==> src/hw/rtl/cst_pkg.sv <==
`timescale 1ns / 1ps

package cst_pkg;

    // Table geometry
    localparam int CAPACITY = 64;
    localparam int IDX_W    = (CAPACITY > 1) ? $clog2(CAPACITY) : 1;
    localparam int CNT_W    = $clog2(CAPACITY + 1);

    // Word fields
    localparam int OPCODE_W = 2;
    localparam int VALUE_W  = 32;
    localparam int MCOUNT_W = 7;

    // Operation codes (any other code acts as a look up)
    localparam logic [OPCODE_W-1:0] OP_INSERT = 2'd0;
    localparam logic [OPCODE_W-1:0] OP_REMOVE = 2'd1;
    localparam logic [OPCODE_W-1:0] OP_LOOKUP = 2'd2;

    // Sequencer states
    localparam int STATE_W = 2;
    localparam logic [STATE_W-1:0] ST_IDLE  = 2'd0;
    localparam logic [STATE_W-1:0] ST_SCAN  = 2'd1;
    localparam logic [STATE_W-1:0] ST_SHIFT = 2'd2;

endpackage

==> src/hw/rtl/cst_ram.sv <==
`timescale 1ns / 1ps

// Simple dual-port RAM: one write port, one read port, registered read
module cst_ram #(
    parameter int WIDTH = 32,
    parameter int DEPTH = 64
) (
    input  logic                             clk,
    input  logic                             we,
    input  logic [$clog2(DEPTH > 1 ? DEPTH : 2)-1:0] waddr,
    input  logic [WIDTH-1:0]                 wdata,
    input  logic [$clog2(DEPTH > 1 ? DEPTH : 2)-1:0] raddr,
    output logic [WIDTH-1:0]                 rdata
);

    logic [WIDTH-1:0] mem [DEPTH];

    // Write port
    always_ff @(posedge clk)
    begin
        if (we)
        begin
            mem[waddr] <= wdata;
        end
    end

    // Read port, registered read
    always_ff @(posedge clk)
    begin
        rdata <= mem[raddr];
    end

endmodule

==> src/hw/rtl/compacting_set_table.sv <==
`timescale 1ns / 1ps

// Channel   Handshake                 Ports
// -------   -----------------------   ---------------------------------------
// command   start & !busy at edge     opcode, value
// result    done high for one cycle   was_present, member_count, dropped_full
//
// Operation: a look up, insert or remove first runs a linear search that reads entries
// from index 0 up and stops at a match or at entry count - 1; an empty table
// answers without a search. A remove that hits position p then shifts the
// count - p - 1 later entries down one place, one RAM read and one write each.
// Reset clears the count, the state and done only; the entry RAM is left unwritten, no clearing pass.
// The receiver cannot stall: each result word is shown for exactly one cycle.
module compacting_set_table (
    input  logic                          clk,
    input  logic                          rst_n,
    input  logic                          start,
    input  logic [cst_pkg::OPCODE_W-1:0]  opcode,
    input  logic signed [cst_pkg::VALUE_W-1:0] value,
    output logic                          busy,
    output logic                          done,
    output logic                          was_present,
    output logic [cst_pkg::MCOUNT_W-1:0]  member_count,
    output logic                          dropped_full
);

    import cst_pkg::*;

    logic [STATE_W-1:0]  state_reg, state_next;
    logic [IDX_W-1:0]    idx_reg, idx_next;
    logic [CNT_W-1:0]    count_reg, count_next;
    logic [OPCODE_W-1:0] op_reg;
    logic [VALUE_W-1:0]  value_reg;
    logic                done_reg;
    logic                present_reg;
    logic                dropped_reg;
    logic [MCOUNT_W-1:0] mcount_reg;

    // RAM port signals
    logic                we;
    logic [IDX_W-1:0]    waddr;
    logic [VALUE_W-1:0]  wdata;
    logic [IDX_W-1:0]    raddr;
    logic [VALUE_W-1:0]  rdata;

    // Decision and result signals
    logic                accept;
    logic                decide;
    logic                dec_present;
    logic [IDX_W-1:0]    dec_pos;
    logic [OPCODE_W-1:0] act_op;
    logic [VALUE_W-1:0]  act_value;
    logic                finish;
    logic                res_present;
    logic                res_dropped;
    logic [IDX_W-1:0]    last_idx;

    assign accept   = start && (state_reg == ST_IDLE);
    assign last_idx = IDX_W'(count_reg - CNT_W'(1));

    cst_ram #(
        .WIDTH (VALUE_W),
        .DEPTH (CAPACITY)
    ) u_entries (
        .clk   (clk),
        .we    (we),
        .waddr (waddr),
        .wdata (wdata),
        .raddr (raddr),
        .rdata (rdata)
    );

    // Sequencer: search, then append on insert or shift later entries down on remove
    always_comb
    begin
        state_next  = state_reg;
        idx_next    = idx_reg;
        count_next  = count_reg;
        we          = 1'b0;
        waddr       = idx_reg;
        wdata       = value_reg;
        raddr       = '0;
        decide      = 1'b0;
        dec_present = 1'b0;
        dec_pos     = idx_reg;
        act_op      = op_reg;
        act_value   = value_reg;
        finish      = 1'b0;
        res_present = 1'b0;
        res_dropped = 1'b0;

        case (state_reg)
            ST_IDLE:
            begin
                if (start)
                begin
                    act_op    = opcode;
                    act_value = $unsigned(value);
                    if (count_reg == '0)
                    begin
                        // empty table: absent straight away
                        decide = 1'b1;
                    end
                    else
                    begin
                        raddr      = '0;
                        idx_next   = '0;
                        state_next = ST_SCAN;
                    end
                end
            end
            ST_SCAN:
            begin
                if (rdata == value_reg)
                begin
                    decide      = 1'b1;
                    dec_present = 1'b1;
                    dec_pos     = idx_reg;
                end
                else if (idx_reg == last_idx)
                begin
                    decide = 1'b1;
                end
                else
                begin
                    idx_next = idx_reg + IDX_W'(1);
                    raddr    = idx_next;
                end
            end
            ST_SHIFT:
            begin
                // entry at idx moves down one place
                we    = 1'b1;
                waddr = idx_reg - IDX_W'(1);
                wdata = rdata;
                if (idx_reg == last_idx)
                begin
                    count_next  = count_reg - CNT_W'(1);
                    finish      = 1'b1;
                    res_present = 1'b1;
                    state_next  = ST_IDLE;
                end
                else
                begin
                    idx_next = idx_reg + IDX_W'(1);
                    raddr    = idx_next;
                end
            end
            default:
            begin
                state_next = ST_IDLE;
            end
        endcase

        // Act on the search outcome
        if (decide)
        begin
            finish      = 1'b1;
            res_present = dec_present;
            state_next  = ST_IDLE;
            if ((act_op == OP_INSERT) && !dec_present)
            begin
                if (count_reg == CNT_W'(CAPACITY))
                begin
                    res_dropped = 1'b1;
                end
                else
                begin
                    we         = 1'b1;
                    waddr      = IDX_W'(count_reg);
                    wdata      = act_value;
                    count_next = count_reg + CNT_W'(1);
                end
            end
            else if ((act_op == OP_REMOVE) && dec_present)
            begin
                if (dec_pos == last_idx)
                begin
                    count_next = count_reg - CNT_W'(1);
                end
                else
                begin
                    finish     = 1'b0;
                    idx_next   = dec_pos + IDX_W'(1);
                    raddr      = idx_next;
                    state_next = ST_SHIFT;
                end
            end
        end
    end

    // Control registers
    always_ff @(posedge clk or negedge rst_n)
    begin
        if (!rst_n)
        begin
            state_reg <= ST_IDLE;
            count_reg <= '0;
            done_reg  <= 1'b0;
        end
        else
        begin
            state_reg <= state_next;
            count_reg <= count_next;
            done_reg  <= finish;
        end
    end

    // Payload registers
    always_ff @(posedge clk)
    begin
        idx_reg <= idx_next;
        if (accept)
        begin
            op_reg    <= opcode;
            value_reg <= $unsigned(value);
        end
        if (finish)
        begin
            present_reg <= res_present;
            dropped_reg <= res_dropped;
            mcount_reg  <= MCOUNT_W'(count_next);
        end
    end

    assign busy         = (state_reg != ST_IDLE);
    assign done         = done_reg;
    assign was_present  = present_reg;
    assign member_count = mcount_reg;
    assign dropped_full = dropped_reg;

endmodule
==> config.mk <==
export PLATFORM = sky130hd
export DESIGN_NAME = compacting_set_table
export DESIGN_NICKNAME = d
export VERILOG_FILES = /design/src/hw/rtl/cst_pkg.sv /design/src/hw/rtl/cst_ram.sv /design/src/hw/rtl/compacting_set_table.sv
export SDC_FILE = /design/constraint.sdc
export NUM_CORES = 2
export LEC_CHECK = 0
export ABC_AREA = 1
export BUFFER_PORTS_ARGS = -buffer_cell sky130_fd_sc_hd__buf_2
export CAP_MARGIN = 25
export CORE_MARGIN = 2
export CORE_UTILIZATION = 30
export DETAILED_ROUTE_END_ITERATION = 8
export SLEW_MARGIN = 10
export SYNTH_ARGS = -nofsm -noshare
export SYNTH_HDL_FRONTEND = slang
export SYNTH_HIERARCHICAL = 1
export SYNTH_SLANG_ARGS = --single-unit
==> constraint.sdc <==
create_clock -name clk -period 6.5 [get_ports clk]
set_input_delay 0.325 -clock clk [delete_from_list [all_inputs] [get_ports clk]]
set_output_delay 0.325 -clock clk [all_outputs]
set_load 0.02 [all_outputs]
==> impl_metrics.json <==
{
  "min_to": "value_reg[15]$_DFFE_PP_",
  "power_density_nw_per_um2": 374,
  "die_area_sq_um": 298000,
  "mostFrequentLayoutCell": "nand2_1",
  "yosysUniqueCellTypes": 39,
  "worstHoldStart": "value[15]",
  "syn_avg_cell_area_sq_um": 11.7,
  "tightest_slew_ns": 1.03,
  "path_class": "reg2reg",
  "worstSetupEndpointType": "flip-flop",
  "cts.root.buffer_cell": "clkbuf_16",
  "floorplan.rows": 198,
  "synth_area_leaders": "edfxtp_1 (71%), nand3_1 (11%), nand2_1 (11%)",
  "synth_ff_type": "edfxtp_1",
  "synth_largest_area_cell": "edfxtp_1",
  "arrival_ns": 6.26,
  "tritoncts": "done",
  "synth_nets": 7586,
  "htreeDepth": 4,
  "cpPeakStageDelay_ns": 0.75,
  "initial_core_util_pct": 30.2,
  "netlist_area_sq_um": 88000,
  "ir_drop_uv": 393,
  "drc_errors": 2,
  "post_cts_resized": 0,
  "rsz0062_at_grt": "false",
  "post_cts_buffers": 0,
  "reg2regPathDepth": 20,
  "cts_buffer_depth": 3,
  "ys_warn_count": 6,
  "grt_pass1_wl_microns": 377000,
  "drt_iter0_markers": 6611,
  "synth-edff-count": 2091,
  "wl_per_cell_microns": 21.9,
  "dp_slack_ns": 1.04,
  "grt_max_degree": 204,
  "syn_inst": 7538,
  "hold_viol": 0,
  "required_ns": 7.11,
  "antenna_found_initial": 10,
  "layout_common_cells": "nand2_1 (2518), edfxtp_1 (2091), nand3_1 (1951), clkbuf_16 (206), buf_4 (157)",
  "clk-insertion-delay-late_ns": 0.88,
  "die_height_microns": 545,
  "slew_headroom_pct": 31.0,
  "gp_congestion": 0.855,
  "leakage_nw": 34.8,
  "numCtsBuffers": 205,
  "numClockSinks": 2139,
  "yosys.area.top_type_share_pct": 71.4,
  "final_max_slew_viol_count": 0,
  "cp_top_family": "buffers and inverters",
  "syn2layout_area_growth_pct": 14.3,
  "port_buffers": 47,
  "cpMaxStageDelayCell": "buf_4",
  "nets": 7598,
  "core_sq_um": 291000,
  "routed_wl_microns": 254000,
  "vias_per_cell": 5.06,
  "fmax_mhz": 177,
  "synth_seq_area_share_pct": 72.5,
  "crit_cells": 20,
  "final_layout_size_suffix_gt1_share_pct": 9.17,
  "firstDrtPassIters": 8,
  "finClkSkew_ns": 0.0632,
  "setup_ws_ns": 0.848,
  "clk_pin_slew_ns": 0.06,
  "holdPathStages": 2,
  "ys_ff_latch": 2139,
  "hold_class": "in2reg",
  "setup_viol": 0,
  "dp_hpwl_microns": 138000,
  "min_period_ns": 5.65,
  "path_buf_inv": 5,
  "crit_top_cell": "nand2_4",
  "cap_violations": 0,
  "finalCritPeriodShare_pct": 87.0,
  "die_x_microns": 545,
  "grt_pass1_vias": 56891,
  "async_flop_share_pct": 0.468,
  "num_io_pins": 48,
  "cts_hold_buf": 37,
  "largest_reg_flops": 2048,
  "worstReg2RegEnd": "u_entries/mem[35][2]$_DFFE_PP_",
  "gr-total-overflow": 0,
  "status": "finished, violations left",
  "reg2reg_from": "count_reg[1]$_DFF_PN0_",
  "grt_use_total_pct": 16.7,
  "finalSetupTns_ns": 0,
  "rrSetupSlack_ns": 0.85,
  "cp_max_fo": 34,
  "postRouteAntennaNets": 0,
  "violations": "DRC",
  "via_count": 58822,
  "cp_cell_sequence": "inv_1 -> ha_1 -> inv_1 -> nand2_1 -> nand2_1 -> nand3_1 -> nor2_1 -> nand2_2 -> nor2_4 -> nand2_4 -> nand2_4 -> nand2_4 -> nand2_4 -> nand2_4 -> nor2_4 -> buf_4 -> buf_4 -> nand2_2 -> o21ai_4 -> buf_4",
  "cp-start-kind": "flip-flop"
}
[area by class of cell]
type	instances	area (sq um)
fill	28335	191000
sequential	2139	63800
multi-input combinational	4812	22100
clock buffer	263	5460
tap	3900	4880
timing repair buffer	284	2630
clock inverter	124	1290
inverter	108	442
antenna	4	10.0
[metrics by stage]
stage               util [%]  power (mW)  instance area (sq um)  hold slack, ns  std cells
global placement        32.1        25.6                  93400           0.216      11205
floorplan                  -        22.7                  88000          0.0294       7538
global route            34.5        39.3                 101000           0.214      11631
detailed placement      32.1        25.8                  93400           0.219      11205
finish                  34.5        37.6                 101000           0.224      11634
CTS                     34.5        37.7                 101000           0.165      11629
[cells by family after synthesis]
family,after synthesis,share of synthesized area [%]
XOR/XNOR,21,0.209
buffers and inverters,587,3.28
adder cells (fa/ha/maj),11,0.156
flip-flops,2139,72.5
multiplexers,6,0.0683
AND/OR/NAND/NOR,4650,22.9
AO/OA/AOI/OAI,124,0.845
[cells in the mapped netlist, types with 8 or more instances]
library cell	n
buf_1	44
buf_2	287
buf_4	46
clkbuf_1	89
dfrtp_1	10
dfxtp_1	38
edfxtp_1	2091
ha_1	11
inv_1	99
nand2_1	2520
nand2_2	38
nand3_1	1951
nand4_1	16
nor2_1	96
nor4_1	8
o21ai_0	79
o21ai_2	30
xor2_1	14
[where the power goes]
| part | total [mW] | internal, mW | switching, mW |
|---|---|---|---|
| combinational | 9.07 | 2.37 | 6.71 |
| sequential | 16.5 | 16.2 | 0.353 |
| clock | 12.0 | 6.76 | 5.26 |
[per-layer routing]
metal	GRT usage, %	part of all wire (%)	up-vias
li1	-	-	26595
met1	22.9	42	29186
met2	26.9	47	2644
met3	2.92	8.9	395
met4	4.93	2.5	2
met5	0	0.0051	-
[worst register-to-register path, delay by kind of cell, from the launching register on]
kind / cells / cell delay, ns
adders and majority gates: 1 / 0.37
buffers and inverters: 5 / 2.22
and+or+nand+nor: 13 / 1.69
AOI/OAI and AO/OA: 1 / 0.41
DFF: 1 / 0.68
[worst max-delay path by stage]
stage | from | to | slack, ns
finish | count_reg[1]$_DFF_PN0_ | u_entries/mem[35][2]$_DFFE_PP_ | 0.85
global route | count_reg[1]$_DFF_PN0_ | u_entries/mem[6][25]$_DFFE_PP_ | 0.51
CTS | count_reg[1]$_DFF_PN0_ | u_entries/mem[35][2]$_DFFE_PP_ | 0.98
detailed placement | count_reg[1]$_DFF_PN0_ | u_entries/mem[41][2]$_DFFE_PP_ | 1.04
global placement | count_reg[1]$_DFF_PN0_ | u_entries/mem[35][25]$_DFFE_PP_ | 1.08
floorplan | count_reg[0]$_DFF_PN0_ | u_entries/mem[50][0]$_DFFE_PP_ | 0.14
Power figures use the tool's default switching activity.
